**config.mk**
```make
export PLATFORM = sky130hd
export DESIGN_NAME = register_write_datagram_framer_flat
export DESIGN_NICKNAME = d
export VERILOG_FILES = /design/src/hdl/rwdf_pkg.sv /design/src/hdl/rwdf_if.sv /design/src/hdl/rwdf_front.sv /design/src/hdl/rwdf_queue.sv /design/src/hdl/rwdf_back.sv /design/src/hdl/register_write_datagram_framer.sv /design/src/flat_wrapper.sv
export VERILOG_INCLUDE_DIRS = /design/src /design/src/hdl
export SDC_FILE = /design/constraint.sdc
export NUM_CORES = 1
export LEC_CHECK = 0
export CAP_MARGIN = 20
export CORE_MARGIN = 8
export CORE_UTILIZATION = 40
export DETAILED_ROUTE_END_ITERATION = 16
export DONT_BUFFER_PORTS = 1
export GPL_TIMING_DRIVEN = 1
export RECOVER_POWER = 100
export SYNTH_ARGS = -nofsm -noshare
export SYNTH_HDL_FRONTEND = slang
export SYNTH_SLANG_ARGS = --single-unit
```
**constraint.sdc**
```tcl
create_clock -name clk -period 4.5 [get_ports clk]
set_input_delay 0.45 -clock clk [delete_from_list [all_inputs] [get_ports clk]]
set_output_delay 0.45 -clock clk [all_outputs]
set_load 0.02 [all_outputs]
```
**src/hdl/register_write_datagram_framer_defines.svh**
```systemverilog
// Assertion macros for the register write datagram framer.
// Depends on nothing; included by the top level, which checks its own logic.
`ifndef REGISTER_WRITE_DATAGRAM_FRAMER_DEFINES_SVH
`define REGISTER_WRITE_DATAGRAM_FRAMER_DEFINES_SVH
`ifndef ASSERT_OFF
`define RWDF_ASSERT_IMPLIES(label, clk, rst, cond, prop, msg) \
  label: assert property (@(posedge clk) disable iff (rst) (cond) |-> (prop)) else $error(msg);
`define RWDF_ASSERT_NEXT(label, clk, rst, cond, prop, msg) \
  label: assert property (@(posedge clk) disable iff (rst) (cond) |=> (prop)) else $error(msg);
`else
`define RWDF_ASSERT_IMPLIES(label, clk, rst, cond, prop, msg)
`define RWDF_ASSERT_NEXT(label, clk, rst, cond, prop, msg)
`endif
`endif

```
**src/hdl/rwdf_pkg.sv**
```systemverilog
// Shared types, constants and the CRC-8 byte update of the datagram framer.
// Depends on nothing.
package rwdf_pkg;

  localparam logic [7:0] SYNC_RESET = 8'h05;
  localparam logic [7:0] WRITE_FLAG = 8'h80;
  localparam logic [7:0] CRC_POLY   = 8'h07;

  localparam int QUEUE_DEPTH = 2;
  localparam int QPTR_W      = $clog2(QUEUE_DEPTH);
  localparam int QCNT_W      = $clog2(QUEUE_DEPTH + 1);

  localparam logic [2:0] POS_SYNC  = 3'd0;
  localparam logic [2:0] POS_NODE  = 3'd1;
  localparam logic [2:0] POS_REG   = 3'd2;
  localparam logic [2:0] POS_DATA3 = 3'd3;
  localparam logic [2:0] POS_DATA2 = 3'd4;
  localparam logic [2:0] POS_DATA1 = 3'd5;
  localparam logic [2:0] POS_DATA0 = 3'd6;
  localparam logic [2:0] POS_CRC   = 3'd7;

  typedef struct packed {
    logic [7:0]  sync;
    logic [7:0]  node;
    logic [7:0]  reg_byte;
    logic [31:0] data;
  } frame_t;

  typedef struct packed {
    logic              full;
    logic              empty;
    logic [QCNT_W-1:0] count;
  } queue_status_t;

  typedef struct packed {
    logic [2:0] pos;
  } back_status_t;

  // Feeds one byte into the CRC, least significant bit first.
  function automatic logic [7:0] crc8_byte(input logic [7:0] crc_in, input logic [7:0] din);
    logic [7:0] crc;
    logic [7:0] cur;
    logic       fb;
    crc = crc_in;
    cur = din;
    for (int b = 0; b < 8; b++) begin
      fb  = crc[7] ^ cur[0];
      crc = {crc[6:0], 1'b0} ^ (fb ? CRC_POLY : 8'h00);
      cur = {1'b0, cur[7:1]};
    end
    return crc;
  endfunction

endpackage

```
**src/hdl/rwdf_if.sv**
```systemverilog
// Channel interfaces of the datagram framer: write requests in, bytes out.
// Depends on nothing.
interface rwdf_req_if;
  logic        valid;
  logic        ready;
  logic [7:0]  node_address;
  logic [6:0]  register_address;
  logic [31:0] data_word;
  modport source(output valid, output node_address, output register_address,
                 output data_word, input ready);
  modport sink(input valid, input node_address, input register_address,
               input data_word, output ready);
endinterface

interface rwdf_byte_if;
  logic       valid;
  logic       ready;
  logic [7:0] out_byte;
  logic       last_byte;
  modport source(output valid, output out_byte, output last_byte, input ready);
  modport sink(input valid, input out_byte, input last_byte, output ready);
endinterface

```
**src/hdl/rwdf_front.sv**
```systemverilog
// Front part: holds the sync byte register, accepts requests and formats them.
// Depends on rwdf_pkg and rwdf_req_if.
module rwdf_front (
  input  logic                   clk,
  input  logic                   rst,
  input  logic                   sync_byte_wr_en,
  input  logic [7:0]             sync_byte_wr_data,
  rwdf_req_if.sink               req,
  input  rwdf_pkg::queue_status_t q_status,
  output logic                   push,
  output rwdf_pkg::frame_t       push_frame
);

  logic [7:0] sync_byte;

  always_ff @(posedge clk) begin
    if (rst) begin
      sync_byte <= rwdf_pkg::SYNC_RESET;
    end else if (sync_byte_wr_en) begin
      sync_byte <= sync_byte_wr_data;
    end
  end

  assign req.ready = !q_status.full;
  assign push      = req.valid && !q_status.full;

  always_comb begin
    push_frame.sync     = sync_byte;
    push_frame.node     = req.node_address;
    push_frame.reg_byte = {1'b0, req.register_address} | rwdf_pkg::WRITE_FLAG;
    push_frame.data     = req.data_word;
  end

endmodule

```
**src/hdl/rwdf_queue.sv**
```systemverilog
// Short queue of formatted frames between the front and back parts.
// Depends on rwdf_pkg.
module rwdf_queue (
  input  logic                    clk,
  input  logic                    rst,
  input  logic                    push,
  input  rwdf_pkg::frame_t        push_frame,
  input  logic                    pop,
  output rwdf_pkg::frame_t        head,
  output rwdf_pkg::queue_status_t status
);

  rwdf_pkg::frame_t                entries [rwdf_pkg::QUEUE_DEPTH];
  logic [rwdf_pkg::QPTR_W-1:0]     wr_ptr;
  logic [rwdf_pkg::QPTR_W-1:0]     rd_ptr;
  logic [rwdf_pkg::QCNT_W-1:0]     count;

  always_ff @(posedge clk) begin
    if (push) begin
      entries[wr_ptr] <= push_frame;
    end
  end

  always_ff @(posedge clk) begin
    if (rst) begin
      wr_ptr <= '0;
      rd_ptr <= '0;
      count  <= '0;
    end else begin
      if (push) begin
        wr_ptr <= (wr_ptr == rwdf_pkg::QPTR_W'(rwdf_pkg::QUEUE_DEPTH - 1)) ? '0 :
                  wr_ptr + 1'b1;
      end
      if (pop) begin
        rd_ptr <= (rd_ptr == rwdf_pkg::QPTR_W'(rwdf_pkg::QUEUE_DEPTH - 1)) ? '0 :
                  rd_ptr + 1'b1;
      end
      if (push && !pop) begin
        count <= count + 1'b1;
      end else if (pop && !push) begin
        count <= count - 1'b1;
      end
    end
  end

  assign head         = entries[rd_ptr];
  assign status.full  = (count == rwdf_pkg::QCNT_W'(rwdf_pkg::QUEUE_DEPTH));
  assign status.empty = (count == '0);
  assign status.count = count;

endmodule

```
**src/hdl/rwdf_back.sv**
```systemverilog
// Back part: sends the head frame one byte a cycle while the output is not stalled, with a running CRC-8.
// Depends on rwdf_pkg and rwdf_byte_if.
module rwdf_back (
  input  logic                    clk,
  input  logic                    rst,
  input  rwdf_pkg::frame_t        head,
  input  rwdf_pkg::queue_status_t q_status,
  output logic                    pop,
  output rwdf_pkg::back_status_t  status,
  rwdf_byte_if.source             rsp
);

  logic [2:0] pos;
  logic [7:0] crc;
  logic [7:0] cur_byte;
  logic       advance;
  logic       emit;
  logic       out_valid;
  logic [7:0] out_byte;
  logic       out_last;

  always_comb begin
    case (pos)
      rwdf_pkg::POS_SYNC:  cur_byte = head.sync;
      rwdf_pkg::POS_NODE:  cur_byte = head.node;
      rwdf_pkg::POS_REG:   cur_byte = head.reg_byte;
      rwdf_pkg::POS_DATA3: cur_byte = head.data[31:24];
      rwdf_pkg::POS_DATA2: cur_byte = head.data[23:16];
      rwdf_pkg::POS_DATA1: cur_byte = head.data[15:8];
      rwdf_pkg::POS_DATA0: cur_byte = head.data[7:0];
      default:             cur_byte = crc;
    endcase
  end

  assign advance = !out_valid || rsp.ready;
  assign emit    = advance && !q_status.empty;
  assign pop     = emit && (pos == rwdf_pkg::POS_CRC);

  always_ff @(posedge clk) begin
    if (rst) begin
      pos       <= rwdf_pkg::POS_SYNC;
      crc       <= 8'h00;
      out_valid <= 1'b0;
    end else begin
      if (advance) begin
        out_valid <= !q_status.empty;
      end
      if (emit) begin
        if (pos == rwdf_pkg::POS_CRC) begin
          pos <= rwdf_pkg::POS_SYNC;
          crc <= 8'h00;
        end else begin
          pos <= pos + 3'd1;
          crc <= rwdf_pkg::crc8_byte(crc, cur_byte);
        end
      end
    end
  end

  always_ff @(posedge clk) begin
    if (emit) begin
      out_byte <= cur_byte;
      out_last <= (pos == rwdf_pkg::POS_CRC);
    end
  end

  assign rsp.valid     = out_valid;
  assign rsp.out_byte  = out_byte;
  assign rsp.last_byte = out_last;
  assign status.pos    = pos;

endmodule

```
**src/hdl/register_write_datagram_framer.sv**
```systemverilog
// Top level of the register write datagram framer: front, queue and back part.
// Depends on rwdf_pkg, the channel interfaces and the assertion macro header.
//
// Channel      Direction  Moves
// req          in         one register write request (node, register, data)
// rsp          out        one datagram byte, last_byte set on the CRC byte
// sync_byte_*  in        write of the sync byte register
//
// Each request yields eight bytes, sent through the byte-wide output register
// of the back part.
// The first byte of a request passes through the queue and then the output register.
// Reset sets the sync byte to 0x05 and empties the queue and output register.
// A stalled output holds its byte; requests are taken until two frames wait.
`include "register_write_datagram_framer_defines.svh"

module register_write_datagram_framer (
  input  logic        clk,
  input  logic        rst,
  input  logic        sync_byte_wr_en,
  input  logic [7:0]  sync_byte_wr_data,
  rwdf_req_if.sink    req,
  rwdf_byte_if.source rsp
);

  logic                    push;
  logic                    pop;
  rwdf_pkg::frame_t        push_frame;
  rwdf_pkg::frame_t        head;
  rwdf_pkg::queue_status_t q_status;
  rwdf_pkg::back_status_t  b_status;

  rwdf_front u_front (
    .clk               (clk),
    .rst               (rst),
    .sync_byte_wr_en   (sync_byte_wr_en),
    .sync_byte_wr_data (sync_byte_wr_data),
    .req               (req),
    .q_status          (q_status),
    .push              (push),
    .push_frame        (push_frame)
  );

  rwdf_queue u_queue (
    .clk        (clk),
    .rst        (rst),
    .push       (push),
    .push_frame (push_frame),
    .pop        (pop),
    .head       (head),
    .status     (q_status)
  );

  rwdf_back u_back (
    .clk      (clk),
    .rst      (rst),
    .head     (head),
    .q_status (q_status),
    .pop      (pop),
    .status   (b_status),
    .rsp      (rsp)
  );

  `RWDF_ASSERT_IMPLIES(a_head_held, clk, rst, b_status.pos != rwdf_pkg::POS_SYNC, !q_status.empty, "frame left the queue before its CRC byte")
  `RWDF_ASSERT_IMPLIES(a_count_bound, clk, rst, 1'b1, q_status.count <= rwdf_pkg::QCNT_W'(rwdf_pkg::QUEUE_DEPTH), "queue count beyond depth")
  `RWDF_ASSERT_NEXT(a_push_fills, clk, rst, push && q_status.empty, !q_status.empty, "accepted request not queued")

endmodule

```
**src/flat_wrapper.sv**
```systemverilog
// flat-port wrapper written by rule: the top's interface ports become plain ports
module register_write_datagram_framer_flat 
  (clk, rst, sync_byte_wr_en, sync_byte_wr_data, req_valid, req_node_address, req_register_address, req_data_word, req_ready, rsp_valid, rsp_out_byte, rsp_last_byte, rsp_ready);
  rwdf_req_if req_i ();
  rwdf_byte_if rsp_i ();
  input  logic clk;
  input  logic rst;
  input  logic sync_byte_wr_en;
  input  logic [7:0] sync_byte_wr_data;
  input wire logic [$bits(req_i.valid)-1:0] req_valid;
  input wire logic [$bits(req_i.node_address)-1:0] req_node_address;
  input wire logic [$bits(req_i.register_address)-1:0] req_register_address;
  input wire logic [$bits(req_i.data_word)-1:0] req_data_word;
  output wire logic [$bits(req_i.ready)-1:0] req_ready;
  output wire logic [$bits(rsp_i.valid)-1:0] rsp_valid;
  output wire logic [$bits(rsp_i.out_byte)-1:0] rsp_out_byte;
  output wire logic [$bits(rsp_i.last_byte)-1:0] rsp_last_byte;
  input wire logic [$bits(rsp_i.ready)-1:0] rsp_ready;
  assign req_i.valid = req_valid;
  assign req_i.node_address = req_node_address;
  assign req_i.register_address = req_register_address;
  assign req_i.data_word = req_data_word;
  assign req_ready = req_i.ready;
  assign rsp_valid = rsp_i.valid;
  assign rsp_out_byte = rsp_i.out_byte;
  assign rsp_last_byte = rsp_i.last_byte;
  assign rsp_i.ready = rsp_ready;
  register_write_datagram_framer u_core (.clk(clk), .rst(rst), .sync_byte_wr_en(sync_byte_wr_en), .sync_byte_wr_data(sync_byte_wr_data), .req(req_i), .rsp(rsp_i));
endmodule
```
==> results.md <==
| Quantity | Value |
| --- | --- |
| Worst Min Path Start | rst |
| Via-per-instance ratio | 5.31 |
| Worst hold slack after final layout | 0.0908 ns |
| Starting utilization of the core area | 0.409 |
| RSZ-0062 raised after global routing | no |
| Critical Path AT | 4.00 ns |
| Maximum level of the CTS H-tree | 4 |
| Setup TNS Final | 0 ns |
| Fraction of layout instances using a drive strength above 1 | 0.152 |
| Launching element type of the critical path | register |
| Antenna Nets Post-Route | 0 |
| Cell variety after synth | 53 |
| Biggest fanout along the worst timing path | 31 |
| Worst R2R End | u_core.u_back.crc[2] |
| Hold buffer count at CTS | 0 |
| Leading post-synthesis cells by cell area | edfxtp_1, dfxtp_1, mux2i_1, mux4_2, xnor2_1 |
| Number of synthesized register bits | 144 |
| Count of TritonRoute iterations in the first routing pass | 4 |
| Clock tree from TritonCTS | yes |
| Most prevalent standard cell on the critical path | xnor2_2 |
| Required time worst endpoint | 4.81 ns |
| Result of the run | finished, violations left |
| WP depth | 9 |
| Path type of the worst min-delay path | primary input to register |
| Total number of placement rows | 44 |
| Commonest cells post-synth | edfxtp_1, dfxtp_1, nor2_1 |
| Proportion of netlist area held by the largest area contributor | 0.601 |
| Average cell area after synthesis | 15.8 µm² |
| Net Count, Synth | 443 |
| Skew-Pair Late Insertion Delay | 0.42 ns |
| Critical-path cell list | buf_4, mux2_1, a21boi_0, a31oi_4, xnor2_2, xnor2_2, xnor2_1, a21oi_1, o22ai_1 |
| DP HPWL | 8.15 mm |
| Horizontal die dimension | 138 µm |
| Post-layout minimum cycle time | 3.70 ns |
| YS warnings | 0 |
| Final hold violation count | 0 |
| Depth of the worst hold-timing path | 1 |
| Input/output buffers | 0 |
| Post-route fraction of the period consumed by the critical path | 0.822 |
| Register-to-register setup slack | 0.80 ns |
| Routed WL | 11.7 mm |
| Number of enable-type register cells in the synthesized netlist | 119 |
| Total congestion overflow after global routing | 0 |
| Share of the yosys chip area belonging to registers | 0.685 |
| Violations in the final reports | max-capacitance violations, max-slew violations |
| Leakage power of the design | 2.19 nW |
| Post-synthesis cell area | 0.00595 mm² |
| Finish-stage setup viols | 0 |
| Total area of multi-input combinational cells | 0.00164 mm² |
| Via count of the first global-routing pass | 3269 |
| Achievable clock frequency | 270 MHz |
| Register clock-pin slew on the reported worst setup and hold paths | 0.06 ns |
| Post-Route Skew | 0.00573 ns |
| Crit path capture type | register |
| Top-count cell post-synth | edfxtp_1 |
| Worst slew margin relative to its limit | -0.551 |
| Antenna violations before repair | 0 |
| Largest area contributor in the netlist | edfxtp_1 |
| Antenna cells | 0 |
| Filler cells | 1313 |
| Setup fix buffers added after clock tree synthesis | 0 |
| Number of buffers and inverters on the critical path | 1 |
| Slew at the pin closest to its max-slew limit | 2.32 ns |
| Seq. cell area | 0.00407 mm² |
| Detailed Route Iter0 Violations | 249 |
| Final weighted congestion in routability-driven placement | 0.780 |
| DRC errors left | 0 |
| Total clock sinks | 144 |
| Async set or reset register ratio after synthesis | 0 |
| Cell area power density | 612 mW/mm² |
| Max cap viols | 3 |
| Final Slew Violations | 61 |
| CORE AREA | 0.0145 mm² |
| Y dimension of the die | 138 µm |
| Root buf cell | clkbuf_16 |
| Type of the setup path with the least slack | register to register |
| End point of the worst hold path | u_core.u_front.sync_byte[3] |
| Pin count of the biggest net entering global routing | 32 |
| Top flip-flop cell by instance count after synthesis | edfxtp_1 |
| Number of buffers created by CTS | 17 |
| Worst reg2reg path depth | 9 |
| Crit-path leading delay family | flip-flops |
| Final nets | 450 |
| Area overhead of the layout relative to synthesis | 11.1% |
| Combined global-route utilization of all metal layers | 0.131 |
| Critical-path cell with the highest stage delay | dfxtp_1 |
| Area of the die | 0.0190 mm² |
| Post-synthesis cell count | 376 |
| Final Util | 0.455 |
| Vias after detailed routing | 3080 |
| Worst vdd ir | 0.000284 V |
| Slowest Stage Delay on Critical Path | 1.48 ns |
| CTS resizes | 0 |
| Ports placed on the boundary | 71 |
| Maximum clock insertion buffer count | 2 |
| First-pass GRT wire length | 18.2 mm |
| DR WL/cell | 20.2 µm |
[logic make-up (layout without fill, tap and decap cells)]
| logic type | Yosys count | after routing | share of synthesized area |
|---|---|---|---|
| AO/OA/AOI/OAI | 62 | 62 | 0.0875 |
| XOR/XNOR | 27 | 27 | 0.0461 |
| adder cells (fa/ha/maj) | 7 | 7 | 0.0147 |
| buffers and inverters | 31 | 51 | 0.0292 |
| flip-flops | 144 | 144 | 0.685 |
| multiplexers | 40 | 40 | 0.0883 |
| AND/OR/NAND/NOR | 65 | 65 | 0.0492 |
[placed cells by master, fill, tap and decap left out, drive strengths merged, types with 3 or more instances in the layout]
cell,netlist,layout
o22ai,12,12
clkinv,0,4
clkinvlp,0,3
clkbuf,4,18
a21oi,13,13
nor2,25,25
a22o,3,3
buf,13,4
edfxtp,119,119
inv,14,21
nand3,5,5
ha,7,7
o221ai,3,3
xnor2,19,19
nand2,19,19
mux2,7,7
o21ai,5,5
a211o,3,3
nor2b,3,3
a31oi,6,6
dfxtp,25,25
xor2,8,8
mux4,9,9
nand2b,5,5
a22oi,6,6
mux2i,24,24
[worst max-delay path by stage]
stage / to
after floorplan: u_core.u_queue.entries[0][0]
after global placement: u_core.u_back.crc[4]
after detailed placement: u_core.u_back.crc[6]
after CTS: u_core.u_back.crc[6]
after global routing: u_core.u_back.crc[6]
final: u_core.u_back.crc[2]
[worst reg2reg max path, cell delays in order (launching register included)]
cell      delay [ns]
dfxtp_1         1.48
buf_4           0.44
mux2_1          0.37
a21boi_0        0.36
a31oi_4         0.16
xnor2_2         0.17
xnor2_2         0.23
xnor2_1         0.13
a21oi_1         0.16
o22ai_1         0.09
[state kept, by name, summed over array words and instances (netlist names), named ones only]
register / cells
u_core.u_back.rsp.valid: 1
u_core.u_queue.wr_ptr: 1
u_core.u_queue.entries: 110
u_core.u_back.status: 3
u_core.u_queue.count: 2
u_core.u_front.sync_byte: 8
u_core.u_back.rsp.out_byte: 8
u_core.u_back.crc: 8
u_core.u_queue.rd_ptr: 1
u_core.u_back.rsp.last_byte: 1
[where the power goes]
group | internal, mW | total, mW | switching, mW
combinational | 0.410 | 0.952 | 0.541
clock | 0.778 | 1.35 | 0.572
sequential | 1.64 | 1.75 | 0.102
total | 2.83 | 4.05 | 1.22
[layout make-up]
type	instances	area share
sequential	144	0.616
multi-input combinational	201	0.248
clock buffer	17	0.0644
tap	184	0.0348
clock inverter	15	0.0231
inverter	14	0.00795
timing repair buffer	5	0.00511
[metrics by stage]
stage | setup slack (ns) | power [mW] | cells | cell area (µm²)
2_1_floorplan | 0.925 | 2.59 | 376 | 5950
3_3_place_gp | 1.23 | 2.74 | 548 | 6100
3_5_place_dp | 1.06 | 2.78 | 548 | 6100
4_1_cts | 1.06 | 4.14 | 580 | 6680
5_1_grt | 0.477 | 4.25 | 580 | 6610
6_report | 0.802 | 4.05 | 580 | 6610
[layer usage]
layer / track usage / routed length (µm)
met5: 0 / 0
met4: 0.0615 / 208
met3: 0.0522 / 797
met2: 0.203 / 5570
met1: 0.156 / 5140
No activity file was read; power rests on OpenSTA's default activity.
